File: src/hdl/sbv_ram.sv
// Generic simple dual-port RAM with registered read.
module sbv_ram #(
   parameter int WIDTH = 8,
   parameter int DEPTH = 16
) (
   input  logic                                       clock,
   input  logic                                       we,
   input  logic [((DEPTH > 1) ? $clog2(DEPTH) : 1)-1:0] waddr,
   input  logic [WIDTH-1:0]                           wdata,
   input  logic                                       re,
   input  logic [((DEPTH > 1) ? $clog2(DEPTH) : 1)-1:0] raddr,
   output logic [WIDTH-1:0]                           rdata
);

   logic [WIDTH-1:0] mem [DEPTH];
   logic [WIDTH-1:0] rdata_ff;

   // Write port and registered read port
   always_ff @(posedge clock) begin
      if (we) begin
         mem[waddr] <= wdata;
      end
      if (re) begin
         rdata_ff <= mem[raddr];
      end
   end

   assign rdata = rdata_ff;

endmodule

File: config.mk
export PLATFORM = sky130hd
export DESIGN_NAME = sbv_ram
export DESIGN_NICKNAME = d
export VERILOG_FILES = /design/src/hdl/sbv_ram.sv
export SDC_FILE = /design/constraint.sdc
export NUM_CORES = 1
export LEC_CHECK = 0
export BUFFER_PORTS_ARGS = -buffer_cell sky130_fd_sc_hd__clkbuf_2
export CORE_MARGIN = 8
export CORE_UTILIZATION = 60
export CTS_BUF_LIST = sky130_fd_sc_hd__clkbuf_16
export CTS_CLUSTER_DIAMETER = 30
export DETAILED_ROUTE_END_ITERATION = 10
export PLACE_DENSITY = 0.78
export RECOVER_POWER = 50
export REMOVE_ABC_BUFFERS = 1
export SYNTH_ARGS = -nofsm -noshare
export SYNTH_HDL_FRONTEND = slang
export SYNTH_SLANG_ARGS = --single-unit
File: constraint.sdc
create_clock -name clock -period 3.04 [get_ports clock]
set_input_delay 0.152 -clock clock [delete_from_list [all_inputs] [get_ports clock]]
set_output_delay 0.152 -clock clock [all_outputs]
set_load 0.005 [all_outputs]
After elaboration in Yosys (flattened, before gate mapping):

Memories as Yosys holds them, arrays and structs flattened. A register that Yosys moved wholly into a read port is not among the register bits.
Cells that the tools add are included.

* flip-flop bits (word level): 0
* bits in latches: 0
* RAM bits: 128
* memory bits (read-only): 0
* bits of input ports: 19
* output and inout bits: 8
* word-level logic and storage cells: 3
* memories: 1

Memory list
* mem: depth 16, bits a word 8, read ports 1, clocked after Yosys merged registers in 1, wr ports 1, RTL line 15 `logic [WIDTH-1:0] mem [DEPTH];`

* add/sub/neg operators: 0
* multipliers: 0
* div/mod/pow operators: 0
* magnitude comparators: 0
* equality and inequality tests: 0
* shift-type cells: 0
* multiplexer cells: 2
* bitwise operators: 0
* reductions and logical operators: 0

Operators with widths (count)
* 1-bit two-way mux: 2

Depth between registers and ports, before layout:

* depth after elaboration: 2
* depth in mapped cells: 5
* depth with buffers taken out: 3

Worst setup path after synthesis:

No wires, ideal clock.

* kind: input-to-reg
* from: input port waddr[2] in the netlist's numbering
* to: memory mem[0][0] (enable)
* data arrival time: 1.262 ns
* required time: 2.657 ns
* setup slack: 1.395 ns
* stages: 2
* buffers on the path: 0
* cells stage by stage: or3b_2 -> nor3_1

RTL lines
* start, declared: RTL line 8 `input logic [((DEPTH > 1) ? $clog2(DEPTH) : 1)-1:0] waddr,`
* end, declared: RTL line 15

Straight into the memory's write port.

==> out/metrics.yaml <==
flow_run:
  cap_violations: 0
clock_network:
  clk_pin_slew_ns: 0.06
  clock_latency_ns: 0.41
  cts_buffer_depth: 2
  cts_buffers: 17
  cts-htree-levels: 4
  cts_hold_buffers: 0
  cts_resized: 0
  post_cts_buffers: 0
  root_buffer: "clkbuf_16"
  clock_sinks: 136
  cts_tree: "built"
logic_synthesis:
  async_flop_share_pct: 0
  synthFlopType: "edfxtp_1"
  synth_area_um2: 5230
  yosys_warnings: 0
  synthDominantCellAreaShare_pct: 78.1
  synth_area_leaders: "edfxtp_1 78%, mux4_2 7.8%, mux4_1 7.0%"
  yosysSeqAreaShare_pct: 78.1
  netlist_instances: 229
  synth.distinct_cells: 18
  synth_seq_cells: 136
  yosys.area.top_type: "edfxtp_1"
  synth-edff-count: 136
  avgSynthCellArea_um2: 22.8
setup_path:
  rr_worst_depth: 3
  crit_required_ns: 3.18
  critPathKind: "reg2reg"
  r2r_end: "rdata[5]"
  r2r_slack_ns: 1.32
  cp_max_fo: 1
  crit_chain: "mux4_1 -> a22oi_1 -> nand2_1"
  crit_path_max_incr_delay_ns: 0.62
  end_kind: "register"
  slowest_stage: "mux4_1"
  critPathArrivalTime_ns: 1.86
  r2r_start: "mem[9][5]"
  start_kind: "register"
sta:
  drv_slew: 0
  relSlewSlack_pct: 38.4
  finalSetupViolations: 0
  finalSetupTns_ns: 0
  final.period_utilization_pct: 56.6
  rsz0062_at_grt: "no"
  skew_ns: 0.00772
  hold_viol_final: 0
  fmax_ghz: 0.581
  finalCriticalPeriod_ns: 1.72
  worst_pin_slew_ns: 0.921
  whs_ns: 0.242
detailed_routing:
  drc_errors: 0
  ant_nets: 0
  drt-initial-drc-count: 201
  totalWireLength_mm: 10.1
  via_per_inst: 6.17
  dr.pass1.iters: 4
  wl_per_cell_um: 26.0
  num_vias: 2401
power_and_ir_drop:
  leakagePower_nw: 2.01
  power_density_nw_per_um2: 730
  p_total_w: 0.00442
  vdd_ir_drop_max_mv: 0.439
global_route:
  grt_pass1_wl_mm: 15.3
  use_met1_pct: 22.4
  first_global_vias: 2602
  antenna_found_initial: 0
  grt_overflow: 0
  busiest_layer: "met2"
  grt_max_degree: 33
  met2_usage_pct: 31.7
  grt_use_total_pct: 18.5
  grt_util_met3_pct: 4.10
floorplanning:
  dieHeight_um: 109
  start_util_pct: 60.8
  core-area_um2: 8590
  rows: 34
  pin_count: 27
  dieArea_um2: 12000
  die_x_um: 109
final_layout:
  num-nets-final: 288
  most-common-layout-cells: "136 x edfxtp_1, 18 x mux4_2, 17 x clkbuf_16"
  syn_to_final_growth_pct: 15.7
  final_cell_area_um2: 6050
  final_common_cell: "edfxtp_1"
  diodes: 0
  drive_above_1_share_pct: 24.2
outcome:
  status: "completed"
place:
  gp_congestion: 0.735
  dpl_cell_area_um2: 5460
  dp_hpwl_mm: 5.72
  portBuffers: 26
worst_hold_path:
  holdPathEnd: "rdata[0]"
  min_from: "re"
  hold_path_class: "in2reg"
  whs_path_depth: 1
## metrics by stage
step / utilization [%] / worst slack, ns / cells
after global routing: 70.4 / 1.27 / 389
after floorplan: - / 1.40 / 219
after CTS: 70.6 / 1.30 / 389
after global placement: 63.5 / 1.20 / 358
after detailed placement: 63.5 / 1.18 / 358
final: 70.4 / 1.32 / 389
## flip-flops by register name (all words and copies together), names as in the netlist
| signal | flops |
|---|---|
| rdata | 8 |
| mem | 128 |
## critical path: cells and delay by family, from the launching register on
family	cells	cell delay (ns)
AOI/OAI and AO/OA	1	0.28
muxes	1	0.62
and+or+nand+nor	1	0.12
DFF	1	0.43
## metal layers
layer | routed length, µm | up-vias
met5 | 0 | -
met1 | 4050 | 1252
met2 | 5430 | 74
li1 | - | 1059
met3 | 456 | 16
met4 | 173 | 0
## power by group
part           leakage [nW]  total, W  switching [W]  internal [W]
Sequential             1.24   0.00213      0.0000137       0.00211
Combinational         0.475  0.000178       0.000104     0.0000740
Clock                 0.297   0.00211       0.000752       0.00136
## final cells by class
class / instances / area, µm²
clock inverter: 14 / 184
sequential: 136 / 4080
clock buffer: 17 / 425
timing repair buffer: 31 / 164
tap: 108 / 135
fill: 511 / 2540
multi-input combinational: 83 / 1060
## Yosys cell counts, drive strengths merged, types with 2 or more instances
cell	instances
a22oi	16
buf	7
clkdlybuf4s25	3
edfxtp	136
mux4	32
nand2	9
nand2b	2
nand3b	2
nor2	13
nor3	4
## worst max-delay path by stage
stage | start | end | slack, ns | cells after the start
after global routing | mem[9][5] | rdata[5] | 1.27 | 3
after CTS | mem[9][5] | rdata[5] | 1.30 | 3
after global placement | raddr[1] | rdata[0] | 1.20 | 4
final | mem[9][5] | rdata[5] | 1.32 | 3
after detailed placement | raddr[1] | rdata[0] | 1.18 | 4
after floorplan | waddr[2] | mem[0][0] | 1.40 | 2
## cell families (layout without fill, tap and decap cells)
kind of cell           Yosys count  after routing  share of synthesized area (%)
AO/OA/AOI/OAI                   16             16                           2.30
multiplexers                    32             32                           14.8
buffers and inverters           10             62                           1.65
AND/OR/NAND/NOR                 35             35                           3.14
flip-flops                     136            136                           78.1
Note: power is estimated with default switching activity, not from simulation.
