## config.mk

```make
export PLATFORM = sky130hd
export DESIGN_NAME = sbv_mul
export DESIGN_NICKNAME = d
export VERILOG_FILES = /design/src/hdl/sbv_pkg.sv /design/src/hdl/sbv_mul.sv
export SDC_FILE = /design/constraint.sdc
export NUM_CORES = 2
export LEC_CHECK = 0
export BUFFER_PORTS_ARGS = -buffer_cell sky130_fd_sc_hd__buf_2
export CAP_MARGIN = 20
export CELL_PAD_IN_SITES_DETAIL_PLACEMENT = 0
export CELL_PAD_IN_SITES_GLOBAL_PLACEMENT = 2
export CORE_UTILIZATION = 43
export CTS_CLUSTER_SIZE = 40
export DETAILED_ROUTE_END_ITERATION = 10
export GPL_TIMING_DRIVEN = 0
export PLACE_DENSITY = 0.92
export RECOVER_POWER = 25
export SYNTH_ARGS = -nofsm -noshare
export SYNTH_HDL_FRONTEND = slang
export SYNTH_SLANG_ARGS = --single-unit
export TNS_END_PERCENT = 5
```

## constraint.sdc

```tcl
create_clock -name clock -period 9.7 [get_ports clock]
set_input_delay 1.455 -clock clock [delete_from_list [all_inputs] [get_ports clock]]
set_output_delay 1.455 -clock clock [all_outputs]
set_load 0.05 [all_outputs]
```

## src/hdl/sbv_pkg.sv

```systemverilog
// Shared constants, types and saturation helpers of the skinned vertex blend unit.
package sbv_pkg;

   localparam int MAX_VERTS   = 4096;
   localparam int FRAC_BITS   = 16;
   localparam int WEIGHT_FRAC = 16;
   localparam int VADDR_W     = (MAX_VERTS > 1) ? $clog2(MAX_VERTS) : 1;

   localparam int XF_WORDS = 13;
   localparam int XF_TX    = 9;
   localparam int XF_SCALE = 12;

   localparam int WORD_W  = 32;
   localparam int WGT_W   = 17;
   localparam int MUL_W   = WORD_W + 1;
   localparam int PROD_W  = 2 * MUL_W - FRAC_BITS;
   localparam int SUM_W   = PROD_W + 2;
   localparam int ACC_W   = 48;
   localparam int WSUM_W  = 32;
   localparam int DIVD_W  = ACC_W + WEIGHT_FRAC;
   localparam int RAM_W   = 3 * ACC_W + WSUM_W;
   localparam int WSUM_LO = 3 * ACC_W;

   localparam logic [WSUM_W-1:0] WSUM_MIN = WSUM_W'(6);

   localparam logic signed [SUM_W-1:0] S32_MAX = SUM_W'(64'sh0000_0000_7FFF_FFFF);
   localparam logic signed [SUM_W-1:0] S32_MIN = SUM_W'(-(64'sh0000_0000_8000_0000));
   localparam logic signed [SUM_W-1:0] S48_MAX = SUM_W'(64'sh0000_7FFF_FFFF_FFFF);
   localparam logic signed [SUM_W-1:0] S48_MIN = SUM_W'(-(64'sh0000_8000_0000_0000));

   typedef enum logic [2:0] {
      OP_LOAD    = 3'd0,
      OP_COMPOSE = 3'd1,
      OP_ACCUM   = 3'd2,
      OP_EMIT    = 3'd3,
      OP_RIGID   = 3'd4,
      OP_DIR     = 3'd5
   } op_type;

   // Reset word of a transform: identity rotation, zero translation, unit scale
   function automatic logic signed [WORD_W-1:0] xf_reset(input int idx);
      logic signed [WORD_W-1:0] one;
      one = WORD_W'(1) << FRAC_BITS;
      if (idx == 0 || idx == 4 || idx == 8 || idx == XF_SCALE) begin
         return one;
      end
      return '0;
   endfunction

   function automatic logic signed [WORD_W-1:0] sat32(input logic signed [SUM_W-1:0] v);
      if (v > S32_MAX) begin
         return WORD_W'(S32_MAX);
      end
      if (v < S32_MIN) begin
         return WORD_W'(S32_MIN);
      end
      return WORD_W'(v);
   endfunction

   function automatic logic signed [ACC_W-1:0] sat48(input logic signed [SUM_W-1:0] v);
      if (v > S48_MAX) begin
         return ACC_W'(S48_MAX);
      end
      if (v < S48_MIN) begin
         return ACC_W'(S48_MIN);
      end
      return ACC_W'(v);
   endfunction

endpackage

```

## src/hdl/sbv_mul.sv

```systemverilog
// Registered signed fixed-point multiplier, product floored by the fraction width.
module sbv_mul (
   input  logic                              clock,
   input  logic signed [sbv_pkg::MUL_W-1:0]  a,
   input  logic signed [sbv_pkg::MUL_W-1:0]  b,
   output logic signed [sbv_pkg::PROD_W-1:0] prod
);

   logic signed [2*sbv_pkg::MUL_W-1:0] full;
   logic signed [sbv_pkg::PROD_W-1:0]  prod_ff;

   assign full = a * b;

   // Drop the fraction bits, which floors toward minus infinity
   always_ff @(posedge clock) begin
      prod_ff <= $signed(full[2*sbv_pkg::MUL_W-1:sbv_pkg::FRAC_BITS]);
   end

   assign prod = prod_ff;

endmodule

```

# Word-level counts from Yosys, hierarchy flattened
# Index checks and enable logic that the tools add are counted.
dict set report word_totals {
  register_bits 50
  latch_bits 0
  ramBits 0
  mem_bits_ro 0
  n_memories 0
}
dict set report op_classes {
  add_sub_neg 0
  mul 1
  div_mod_pow 0
  order_cmp 0
  eq_ne 0
  shifts 0
  n_mux 0
  bitwise_logic 0
  reduce_logical 0
}
# operator n
set op_table {}
lappend op_table {{33-bit by 33-bit multiplier with 66-bit output} 1}

# Longest topological paths before layout
dict set report logic_depth {
  depth_word 1
  mapped_depth 27
  ltp_nobuf 26
}

# Worst setup path after synthesis
# No wires, ideal clock.
dict set report synth_timing {
  path_kind {input -> register}
  startpoint {in a[32] (netlist name)}
  endpoint {reg prod_ff, in the netlist prod[46]}
  arrival_ps 8774
  required_time_ps 9605
  slack_ps 831
  stages 22
  path_cell_list {clkbuf_1 -> nand2_1 -> inv_1 -> fa_1 -> fa_1 -> fa_1 -> fa_1 -> inv_1 -> fa_1 -> fa_1 -> fa_1 -> fa_1 -> inv_1 -> ha_1 -> a21oi_1 -> o221ai_1 -> a21o_1 -> a21o_1 -> a21oi_1 -> mux2_2 -> a41o_1 -> a221oi_1}
}
dict set report synth_via {
  elab_chain_len 1
}
# element line_no
set synth_rtl {}
lappend synth_rtl {{start: declaration} sbv_mul.sv:4} ;# input logic signed [sbv_pkg::MUL_W-1:0] a,
lappend synth_rtl {{33-bit by 33-bit multiplier with 66-bit output} sbv_mul.sv:12} ;# assign full = a * b;
lappend synth_rtl {{via full (one bit)} sbv_mul.sv:9} ;# logic signed [2*sbv_pkg::MUL_W-1:0] full;
lappend synth_rtl {{end signal: assignment} sbv_mul.sv:16} ;# prod_ff <= $signed(full[2*sbv_pkg::MUL_W-1:sbv_pkg::FRAC_BITS]);
lappend synth_rtl {{end: declaration} sbv_mul.sv:10} ;# logic signed [sbv_pkg::PROD_W-1:0] prod_ff;
# The timed path passes the listed nets, and every way through them passes these cells.

# Final worst setup path
dict set report layout_timing {
  startpoint {in a[7] (netlist name)}
  endpoint {reg prod_ff, in the netlist prod[36]}
}
# Same word-level chain as after synthesis.

==> summary.txt <==
Critical path
  • CP delay by family, top: adder cells
  • Crit-path cells: buf_2 > clkbuf_1 > nand2_1 > fa_1 > inv_1 > fa_1 > fa_1 > fa_1 > fa_1 > fa_1 > fa_1 > inv_1 > fa_1 > inv_1 > ha_1 > a21o_1 > a21oi_1 > o211ai_1 > o22ai_2 > o22ai_1 > nor3_1 > o21ai_0 > xor2_1
  • Buf/Inv on CP: 5
  • Worst path max stage delay: 0.76 ns
  • Cell seen most often among critical-path stages: fa_1
  • Setup CP Type: input pin to flip-flop
  • Type of destination of the critical path: flip-flop
  • CP Data Arrival Time: 9.73 ns
  • Required @ worst endpoint: 9.91 ns
  • CP Launch Type: input pin
  • Worst-path maximum fanout: 10
  • Worst path slowest cell: fa_1

Hold path
  • Worst Hold Class: input pin to flip-flop
  • Hold EP: prod[0]$_DFF_P_
  • HP Start: a[0]
  • Hold path depth: 6

Clock network
  • Root buffer cell: clkbuf_16
  • Longest Clk Path Bufs: 2
  • Clk sink count: 50
  • Clock Pin Slew Worst Setup and Hold Paths: 0.07 ns
  • CTS tree: done
  • Hold_buf cts: 0
  • Cts bufs inserted: 5
  • H-tree depth: 2

Timing
  • RSZ-0062 raised after global routing: yes
  • Post-layout min period: 9.53 ns
  • Fmax: 0.105 GHz
  • WHS: 2.16 ns
  • Hold Violations, Final: 0
  • Setup TNS: 0 ns
  • Worst Max-Slew Pin Slew: 1.09 ns
  • Setup Viol. Count Final: 0
  • Relative slew slack: 26.3%
  • Max-slew violations: 0
  • Fin crit share: 98.2%

Logic synthesis
  • Most frequent cells after synthesis: 1,144 x fa_1, 1,130 x inv_1, 554 x and2_1
  • Ys flop type: dfxtp_1
  • Cell taking the most area after synthesis: fa_1
  • EDFF count, synth: 0
  • Synth Register Bits: 50
  • Sequential area share after synthesis: 2.51%
  • Area share of the largest cell type after synthesis: 57.5%
  • Syn_nets: 5,686
  • Mapped cell area: 39,800 um^2
  • Count leader, synth: fa_1
  • Synth area leaders: fa_1 58%, inv_1 11%, and2_1 8.7%
  • Netlist cell types: 68
  • Yosys Warn Count: 0
  • Mean Syn Cell Area: 9.34 um^2
  • Syn Inst Count: 4,263
  • Async S/R FF share, synth: 0%

Global routing
  • Total track usage: 31.6%
  • First-pass GRT wire length: 212,000 um
  • GRT Residual Overflow: 0
  • Maximum number of pins on one net before global-route repair: 22
  • Initial antenna violation count: 15
  • Vias in the first global route: 31,700

Floorplan
  • Die Area: 93,800 um^2
  • Core Box Area: 91,700 um^2
  • Die width: 306 um
  • Io pins: 117
  • Site row count: 111
  • Starting Density: 43.4%
  • Die Span Y: 306 um

Layout
  • Fillers: 9,020
  • Finished Core Util: 46.2%
  • Nets: 5,828
  • Area grow syn2layout: 6.44%
  • Layout cells sized above 1: 5.58%
  • Largest register FFs: 50

Run status
  • Status: finished, final reports clean

Route
  • Via density per instance: 5.25
  • WL final: 142,000 um
  • DR DRC count: 0
  • ANT nets after route: 0
  • DRT Pass-1 Iters: 7
  • Routed len/inst: 25.3 um
  • Iteration-0 DRC Markers: 2,182
  • Vias: 29,400

Placement
  • DP HPWL: 126,000 um
  • Port bufs: 116
  • GPL Wtd Cong: 1.04

Flow run
  • Max-cap check violation count: 0
==> how the worst max path moves through the flow <==
stage / from / end / slack, ns / cells after the start
after floorplan: a[32] / prod[46]$_DFF_P_ / 0.83 / 22
after global placement: a[32] / prod[49]$_DFF_P_ / -1.22 / 25
after detailed placement: a[32] / prod[49]$_DFF_P_ / -1.27 / 25
after CTS: a[7] / prod[46]$_DFF_P_ / 0.00003 / 23
after global routing: a[32] / prod[47]$_DFF_P_ / -0.05 / 26
final: a[7] / prod[36]$_DFF_P_ / 0.17 / 23
==> cell families after synthesis <==
family	synth area share [%]
mux	0.107
fa+ha+maj	64.2
compound gates	3.46
xor+xnor	1.25
simple gates	15.8
buf+inv	12.7
flops	2.51
==> area by class of cell <==
class                           count  area [um^2]  area share, %
Antenna cell                        4         10.0         0.0236
Buffer                            214          922           2.18
Clock buffer                        7          153          0.360
Clock inverter                      1         8.76         0.0207
Inverter                         1130         4250           10.0
Multi-Input combinational cell   2868        33800           79.8
Sequential cell                    50         1000           2.36
Tap cell                         1186         1480           3.50
Timing Repair Buffer              136          722           1.70
==> stage by stage <==
step / instances / setup WS (ns) / instance area, um^2
detailed placement: 5566 / -1.27 / 41900
global route: 5593 / -0.0521 / 42400
floorplan: 4263 / 0.831 / 39800
global placement: 5565 / -1.22 / 41900
CTS: 5574 / 0.0000346 / 42200
finish: 5596 / 0.174 / 42400
==> layout by cell type (no fill, tap or decap), types with 18 or more instances in the layout <==
master	instances
inv_1	1128
a21o_1	28
xnor2_1	37
clkbuf_1	143
a21oi_1	63
buf_4	18
nor2_1	71
and2_1	554
fa_1	1137
buf_2	99
o21ai_0	28
clkbuf_2	86
xor2_1	20
dfxtp_1	50
nand2_1	543
ha_1	212
==> routing by layer <==
metal / vias to the layer above / track usage [%] / wire length, um
li1: 12400 / - / -
met1: 15300 / 41.0 / 54700
met2: 1324 / 49.1 / 64100
met3: 342 / 9.08 / 14600
met4: 16 / 14.4 / 8070
met5: - / 0 / 112
==> what timing repair did <==
item	CTS	global route
resized for setup	65	75
pin swaps	1	4
setup endpoints to repair	17	14
setup buffers	1	18
Power is not shown: default switching activity piles up to over one toggle a cycle in this logic, so the estimate is an artifact.
