`config.mk`:
```
export PLATFORM = sky130hd
export DESIGN_NAME = sbv_div
export DESIGN_NICKNAME = d
export VERILOG_FILES = /design/src/hdl/sbv_pkg.sv /design/src/hdl/sbv_div.sv
export SDC_FILE = /design/constraint.sdc
export NUM_CORES = 1
export LEC_CHECK = 0
export BUFFER_PORTS_ARGS = -buffer_cell sky130_fd_sc_hd__buf_2
export CAP_MARGIN = 20
export CORE_MARGIN = 3
export CORE_UTILIZATION = 45
export CTS_CLUSTER_DIAMETER = 100
export DETAILED_ROUTE_END_ITERATION = 6
export GPL_ROUTABILITY_DRIVEN = 0
export PLACE_DENSITY = 0.68
export SLEW_MARGIN = 20
export SYNTH_ARGS = -nofsm -noshare
export SYNTH_HDL_FRONTEND = slang
export SYNTH_SLANG_ARGS = --single-unit
```
`constraint.sdc`:
```
create_clock -name clock -period 4.9 [get_ports clock]
set_input_delay 0 -clock clock [delete_from_list [all_inputs] [get_ports clock]]
set_output_delay 0 -clock clock [all_outputs]
set_load 0.02 [all_outputs]
```
`src/hdl/sbv_pkg.sv`:
```
// Shared constants, types and saturation helpers of the skinned vertex blend unit.
package sbv_pkg;

   localparam int MAX_VERTS   = 4096;
   localparam int FRAC_BITS   = 16;
   localparam int WEIGHT_FRAC = 16;
   localparam int VADDR_W     = (MAX_VERTS > 1) ? $clog2(MAX_VERTS) : 1;

   localparam int XF_WORDS = 13;
   localparam int XF_TX    = 9;
   localparam int XF_SCALE = 12;

   localparam int WORD_W  = 32;
   localparam int WGT_W   = 17;
   localparam int MUL_W   = WORD_W + 1;
   localparam int PROD_W  = 2 * MUL_W - FRAC_BITS;
   localparam int SUM_W   = PROD_W + 2;
   localparam int ACC_W   = 48;
   localparam int WSUM_W  = 32;
   localparam int DIVD_W  = ACC_W + WEIGHT_FRAC;
   localparam int RAM_W   = 3 * ACC_W + WSUM_W;
   localparam int WSUM_LO = 3 * ACC_W;

   localparam logic [WSUM_W-1:0] WSUM_MIN = WSUM_W'(6);

   localparam logic signed [SUM_W-1:0] S32_MAX = SUM_W'(64'sh0000_0000_7FFF_FFFF);
   localparam logic signed [SUM_W-1:0] S32_MIN = SUM_W'(-(64'sh0000_0000_8000_0000));
   localparam logic signed [SUM_W-1:0] S48_MAX = SUM_W'(64'sh0000_7FFF_FFFF_FFFF);
   localparam logic signed [SUM_W-1:0] S48_MIN = SUM_W'(-(64'sh0000_8000_0000_0000));

   typedef enum logic [2:0] {
      OP_LOAD    = 3'd0,
      OP_COMPOSE = 3'd1,
      OP_ACCUM   = 3'd2,
      OP_EMIT    = 3'd3,
      OP_RIGID   = 3'd4,
      OP_DIR     = 3'd5
   } op_type;

   // Reset word of a transform: identity rotation, zero translation, unit scale
   function automatic logic signed [WORD_W-1:0] xf_reset(input int idx);
      logic signed [WORD_W-1:0] one;
      one = WORD_W'(1) << FRAC_BITS;
      if (idx == 0 || idx == 4 || idx == 8 || idx == XF_SCALE) begin
         return one;
      end
      return '0;
   endfunction

   function automatic logic signed [WORD_W-1:0] sat32(input logic signed [SUM_W-1:0] v);
      if (v > S32_MAX) begin
         return WORD_W'(S32_MAX);
      end
      if (v < S32_MIN) begin
         return WORD_W'(S32_MIN);
      end
      return WORD_W'(v);
   endfunction

   function automatic logic signed [ACC_W-1:0] sat48(input logic signed [SUM_W-1:0] v);
      if (v > S48_MAX) begin
         return ACC_W'(S48_MAX);
      end
      if (v < S48_MIN) begin
         return ACC_W'(S48_MIN);
      end
      return ACC_W'(v);
   endfunction

endpackage

```
`src/hdl/sbv_div.sv`:
```
// Restoring unsigned divider, one quotient bit per cycle.
module sbv_div (
   input  logic                              clock,
   input  logic                              reset,
   input  logic                              start,
   input  logic [sbv_pkg::DIVD_W-1:0]        dividend,
   input  logic [sbv_pkg::WSUM_W-1:0]        divisor,
   output logic                              done,
   output logic [sbv_pkg::DIVD_W-1:0]        quotient
);

   localparam int CNT_W = $clog2(sbv_pkg::DIVD_W);

   logic [sbv_pkg::DIVD_W-1:0] dvd_ff, dvd_in;
   logic [sbv_pkg::WSUM_W:0]   rem_ff, rem_in;
   logic [sbv_pkg::WSUM_W-1:0] dsr_ff, dsr_in;
   logic [CNT_W-1:0]           cnt_ff, cnt_in;
   logic                       busy_ff, busy_in;
   logic                       done_ff, done_in;
   logic [sbv_pkg::WSUM_W:0]   rem_sh;

   // Shift in one dividend bit, subtract when the divisor fits
   always_comb begin
      dvd_in  = dvd_ff;
      rem_in  = rem_ff;
      dsr_in  = dsr_ff;
      cnt_in  = cnt_ff;
      busy_in = busy_ff;
      done_in = 1'b0;
      rem_sh  = {rem_ff[sbv_pkg::WSUM_W-1:0], dvd_ff[sbv_pkg::DIVD_W-1]};
      if (start) begin
         dvd_in  = dividend;
         rem_in  = '0;
         dsr_in  = divisor;
         cnt_in  = CNT_W'(sbv_pkg::DIVD_W - 1);
         busy_in = 1'b1;
      end else if (busy_ff) begin
         if (rem_sh >= {1'b0, dsr_ff}) begin
            rem_in = rem_sh - {1'b0, dsr_ff};
            dvd_in = {dvd_ff[sbv_pkg::DIVD_W-2:0], 1'b1};
         end else begin
            rem_in = rem_sh;
            dvd_in = {dvd_ff[sbv_pkg::DIVD_W-2:0], 1'b0};
         end
         cnt_in = cnt_ff - 1'b1;
         if (cnt_ff == '0) begin
            busy_in = 1'b0;
            done_in = 1'b1;
         end
      end
   end

   always_ff @(posedge clock) begin
      if (reset) begin
         busy_ff <= 1'b0;
         done_ff <= 1'b0;
      end else begin
         busy_ff <= busy_in;
         done_ff <= done_in;
      end
      dvd_ff <= dvd_in;
      rem_ff <= rem_in;
      dsr_ff <= dsr_in;
      cnt_ff <= cnt_in;
   end

   assign done     = done_ff;
   assign quotient = dvd_ff;

endmodule
```
==> Word level (Yosys, flattened, before mapping) <==
Index checks and enable logic that the tools add are counted.
W data, S select, Z words.
{ "classes": {"add_sub_neg": 2, "magnitude_cmp": 1, "mux": 8, "n_bitwise": 1, "n_reduce_logical": 3} }
{ "op_table": {"columns": ["op", "n"], "rows": [
  ["$mux W64", 2],
  ["$ge A33 B32 Y1", 1],
  ["$mux W32", 1],
  ["$sub A32 B32 Y32", 1],
  ["$logic_not A6 Y1", 1],
  ["$sub A6 B1 Y6 const B", 1],
  ["$mux W1", 5],
  ["$reduce_or A3 Y1", 1],
  ["$reduce_bool A2 Y1", 1],
  ["$not A1 Y1", 1]
]} }
{ "word_totals": {"reg_bits": 136, "input_bits": 99, "output_inout_bits": 65, "elab_cells": 21} }

==> Longest topological paths before layout <==
{ "logic_depth": {"word_depth": 4, "depth_mapped": 12, "mapped_depth_nobuf": 11} }

==> Worst setup path after synthesis <==
Ideal clock, no wire load.
{ "synth_timing": {"path_type": "flip-flop to flip-flop", "start": "reg dvd_ff (netlist bit quotient[63])", "end": "reg rem_ff[20] (netlist bit)", "setup_time_ps": 86, "arrival_time_ps": 2633, "required_ps": 4814, "path_slack_ps": 2181, "path_stages_with_launch": 12, "n_path_buf": 0, "period_less_slack_ps": 2719, "path_cell_list": "edfxtp_1 -> inv_1 -> ha_1 -> fa_1 -> nand2b_1 -> a2111oi_0 -> a311o_1 -> a21boi_0 -> o21bai_1 -> mux2i_1 -> o21ai_0 -> a211oi_1"} }
{ "synth_between": {"elab_chain_len": 2, "elab_cells_between_ends": 3, "classes_between": "1 x add/sub; 1 x order compare; 1 x mux"} }
{ "synth_lines": {"columns": ["item", "line", "text"], "rows": [
  ["start, declared", "sbv_div.sv:14", "logic [sbv_pkg::DIVD_W-1:0] dvd_ff, dvd_in;"],
  ["start signal, assigned", "sbv_div.sv:61", "dvd_ff <= dvd_in;"],
  ["$sub A32 B32 Y32 or $ge A33 B32 Y1 (tied branches)", "sbv_div.sv:39, sbv_div.sv:38", null],
  ["$mux W32 (*)", "sbv_div.sv:38", "if (rem_sh >= {1'b0, dsr_ff}) begin"],
  ["end signal, assigned", "sbv_div.sv:62", "rem_ff <= rem_in;"],
  ["end, declared", "sbv_div.sv:15", "logic [sbv_pkg::WSUM_W:0] rem_ff, rem_in;"]
]} }
Mark *: on every way between the ends. The rest lies on a longest branch, timed or not.
A chain may end at the register's enable or synchronous reset.

==> Worst setup path after layout <==
{ "layout_timing": {"start": "reg dsr_ff[14] (netlist bit)", "end": "reg rem_ff[0] (netlist bit)"} }
{ "layout_between": {"elab_chain_len": 2} }
{ "layout_lines": {"columns": ["item", "line", "text"], "rows": [
  ["start, declared", "sbv_div.sv:16", "logic [sbv_pkg::WSUM_W-1:0] dsr_ff, dsr_in;"],
  ["start signal, assigned", "sbv_div.sv:63", "dsr_ff <= dsr_in;"],
  ["$ge A33 B32 Y1", "sbv_div.sv:38", null],
  ["$mux W32", "sbv_div.sv:38", null]
]} }
No other way between the ends.

==> impl_metrics.env <==
export IMPL_post_route_period_util_pct=67.6
export IMPL_avgRoutedWirePerCell_um=16.2
export IMPL_multiInputGateArea_mm2=0.00340
export IMPL_maxCapViolCount=0
export IMPL_hold_viol=0
export IMPL_syn_area_mm2=0.00744
export IMPL_worst_skew_pair_late_latency_ps=430
export IMPL_ios=164
export IMPL_synthFlopType="edfxtp_1"
export IMPL_cts_tree="done"
export IMPL_switching_share_pct=29.6
export IMPL_worstSetupPathType="register to register"
export IMPL_ys_ff_latch=136
export IMPL_cts_repair_resized=0
export IMPL_fillers=1294
export IMPL_clock_power_share_pct=36.6
export IMPL_numCtsBuffers=17
export IMPL_synth_nets=807
export IMPL_clk_pin_slew_worst_paths_ps=60
export IMPL_ctsHoldBuffers=97
export IMPL_ys_warn_count=0
export IMPL_clock_fmax_ghz=0.302
export IMPL_clock_path_buffers=2
export IMPL_p_comb_share_pct=23.2
export IMPL_synth_distinct_cells=65
export IMPL_cts_max_level=4
export IMPL_register_area_mm2=0.00368
export IMPL_p_per_area_mw_per_mm2=353
export IMPL_finalClockSkew_ps=21.8
export IMPL_avgSynthCellArea_um2=11.1
export IMPL_fin_setup_tns_ps=0
export IMPL_hp_class="primary input to register"
export IMPL_intPower_mw=2.48
export IMPL_rrSetupSlack_ps=1590
export IMPL_grt_start_max_net_pins=65
export IMPL_grt_pass1_wl_mm=30.6
export IMPL_synth_top_area_cell="edfxtp_1"
export IMPL_post_route_util_pct=62.1
export IMPL_slew_headroom_pct=44.4
export IMPL_worstMarginPinSlew_ps=834
export IMPL_crit_fanout=19
export IMPL_cts_sinks=136
export IMPL_vias=6005
export IMPL_syn_to_final_growth_pct=34.0
export IMPL_synth_cells_most_frequent="edfxtp_1 (96), mux2_2 (65), nor2_1 (56), inv_1 (52), nand2_1 (48)"
export IMPL_outcome="completed"
export IMPL_via_per_inst=5.20
export IMPL_layout_drive_gt1_share_pct=29.5
export IMPL_n_antenna_cell=0
export IMPL_fin_crit_ps=3310
export IMPL_start_util_pct=46.4
export IMPL_endpoint_kind="register"
export IMPL_grt_overflow_total=0
export IMPL_clockRootBuffer="clkbuf_16"
export IMPL_rsz0062_at_grt="no"
export IMPL_rows=46
export IMPL_ys_seq_area_share_pct=49.5
export IMPL_core_area_mm2=0.0161
export IMPL_drtAntennaViolNets=0
export IMPL_peakVddDrop_v=0.000287
export IMPL_crit_path_start_kind="register"
export IMPL_async_flop_share_pct=0
export IMPL_track_usage_pct=21.1
export IMPL_die_x_um=135
export IMPL_wirelength_mm=18.7
export IMPL_drc_errors=0
export IMPL_port_buffers=163
export IMPL_antenna_found_initial=0
export IMPL_yosysMostFrequentCell="edfxtp_1"
export IMPL_crit_arrival_ps=3660
export IMPL_synth_top_area_share_pct=38.7
export IMPL_grt_pass1_vias=6246
export IMPL_final_nets=1059
export IMPL_slew_viol_final=0
export IMPL_leakage_nw=4.26
export IMPL_first_pass_iters=4
export IMPL_synth_edff_count=96
export IMPL_synth_area_leaders="edfxtp_1 (39%), dfxtp_1 (11%), mux2_2 (9.8%), ha_1 (5.7%), mux2i_1 (3.2%)"
export IMPL_die_h_um=135
export IMPL_pwr_share_seq_pct=40.2
export IMPL_cp_required_ps=5250
export IMPL_setup_viol=0
export IMPL_switchingPower_mw=1.04
export IMPL_drtIter0Drc=336
export IMPL_die_area_mm2=0.0181
export IMPL_syn_instance_count=673
export IMPL_hpwl_mm=12.3
export IMPL_post_cts_buffers=0
## path summary, 6_finish.rpt
check | to | depth (start not counted) | startpoint
max | rem_ff[0] | 11 | dsr_ff[14]
min reg2reg | cnt_ff[0] | 2 | cnt_ff[0]
max reg2reg | rem_ff[0] | 11 | dsr_ff[14]
min | dsr_ff[0] | 1 | start
## worst max-delay path: stages, from the launching register on
cell and delay (ps):
edfxtp_1 320, inv_1 40, ha_1 470, nand4_4 170
nor4_2 350, o31ai_1 160, o21ai_2 210, o21ai_4 100
o21ai_4 530, buf_4 330, mux2_2 350, a211oi_1 210
## flip-flops by register name, summed over array words and instances, names as in the netlist
register  cells
rem_ff       32
busy_ff       1
quotient     64
dsr_ff       32
done          1
cnt_ff        6
## cell families (layout without fill, tap and decap cells)
kind of cell / Yosys count / count (layout) / share of synthesized area (%)
buffers and inverters: 85 / 350 / 4.89
adder cells (fa/ha/maj): 35 / 35 / 5.98
multiplexers: 89 / 89 / 13.1
XOR/XNOR: 27 / 27 / 3.18
AND/OR/NAND/NOR: 163 / 163 / 10.6
flip-flops: 136 / 136 / 49.5
AO/OA/AOI/OAI: 138 / 138 / 12.8
## cells in the final DEF, fill, tap and decap left out, types with 9 or more instances in the layout
cell type / instances
buf_2: 162
dlygate4sd3_1: 97
edfxtp_1: 96
mux2_2: 65
nor2_1: 56
inv_1: 52
nand2_1: 47
dfxtp_1: 39
a21oi_1: 34
ha_1: 34
a211oi_1: 25
mux2i_1: 24
o21ai_0: 22
xnor2_1: 19
clkbuf_16: 17
a21o_1: 12
nand3_1: 9
nand4_1: 9
## per-stage QoR
stage | cell area, um2 | worst slack, ps | power [mW] | std cells | hold WS (ps)
global route | 9970 | 1250 | 3.70 | 1154 | 51.1
global placement | 8410 | 1650 | 2.18 | 1025 | 175
CTS | 9970 | 1550 | 3.54 | 1154 | 40.6
detailed placement | 8410 | 1590 | 2.18 | 1025 | 176
finish | 9970 | 1590 | 3.52 | 1154 | 53.1
floorplan | 7440 | 2180 | 1.98 | 673 | 72.4
## per-layer routing
layer / part of all wire [%] / up-vias / routed length [um] / global-route usage, %
met2: 48 / 177 / 9020 / 35.1
met1: 43 / 2809 / 8040 / 25.8
li1: - / 2990 / - / -
met3: 6.6 / 29 / 1230 / 7.49
met5: 0 / - / 0 / 0
met4: 2.1 / 0 / 383 / 6.62
## power by group through the flow
stage	Clock (mW)	Combinational (mW)	Sequential (mW)
2_1_floorplan	0	0.484	1.50
3_3_place_gp	0	0.742	1.43
3_5_place_dp	0	0.746	1.44
4_1_cts	1.32	0.811	1.42
5_1_grt	1.37	0.899	1.43
6_report	1.29	0.816	1.42
## area by class of cell
class,instances,area share (%)
clock inverter,15,1.67
clock buffer,17,4.26
sequential,136,36.9
multi-input combinational,452,34.1
tap,216,2.71
timing repair buffer,266,18.4
inverter,52,1.96
No activity file was read; power rests on OpenSTA's default activity.
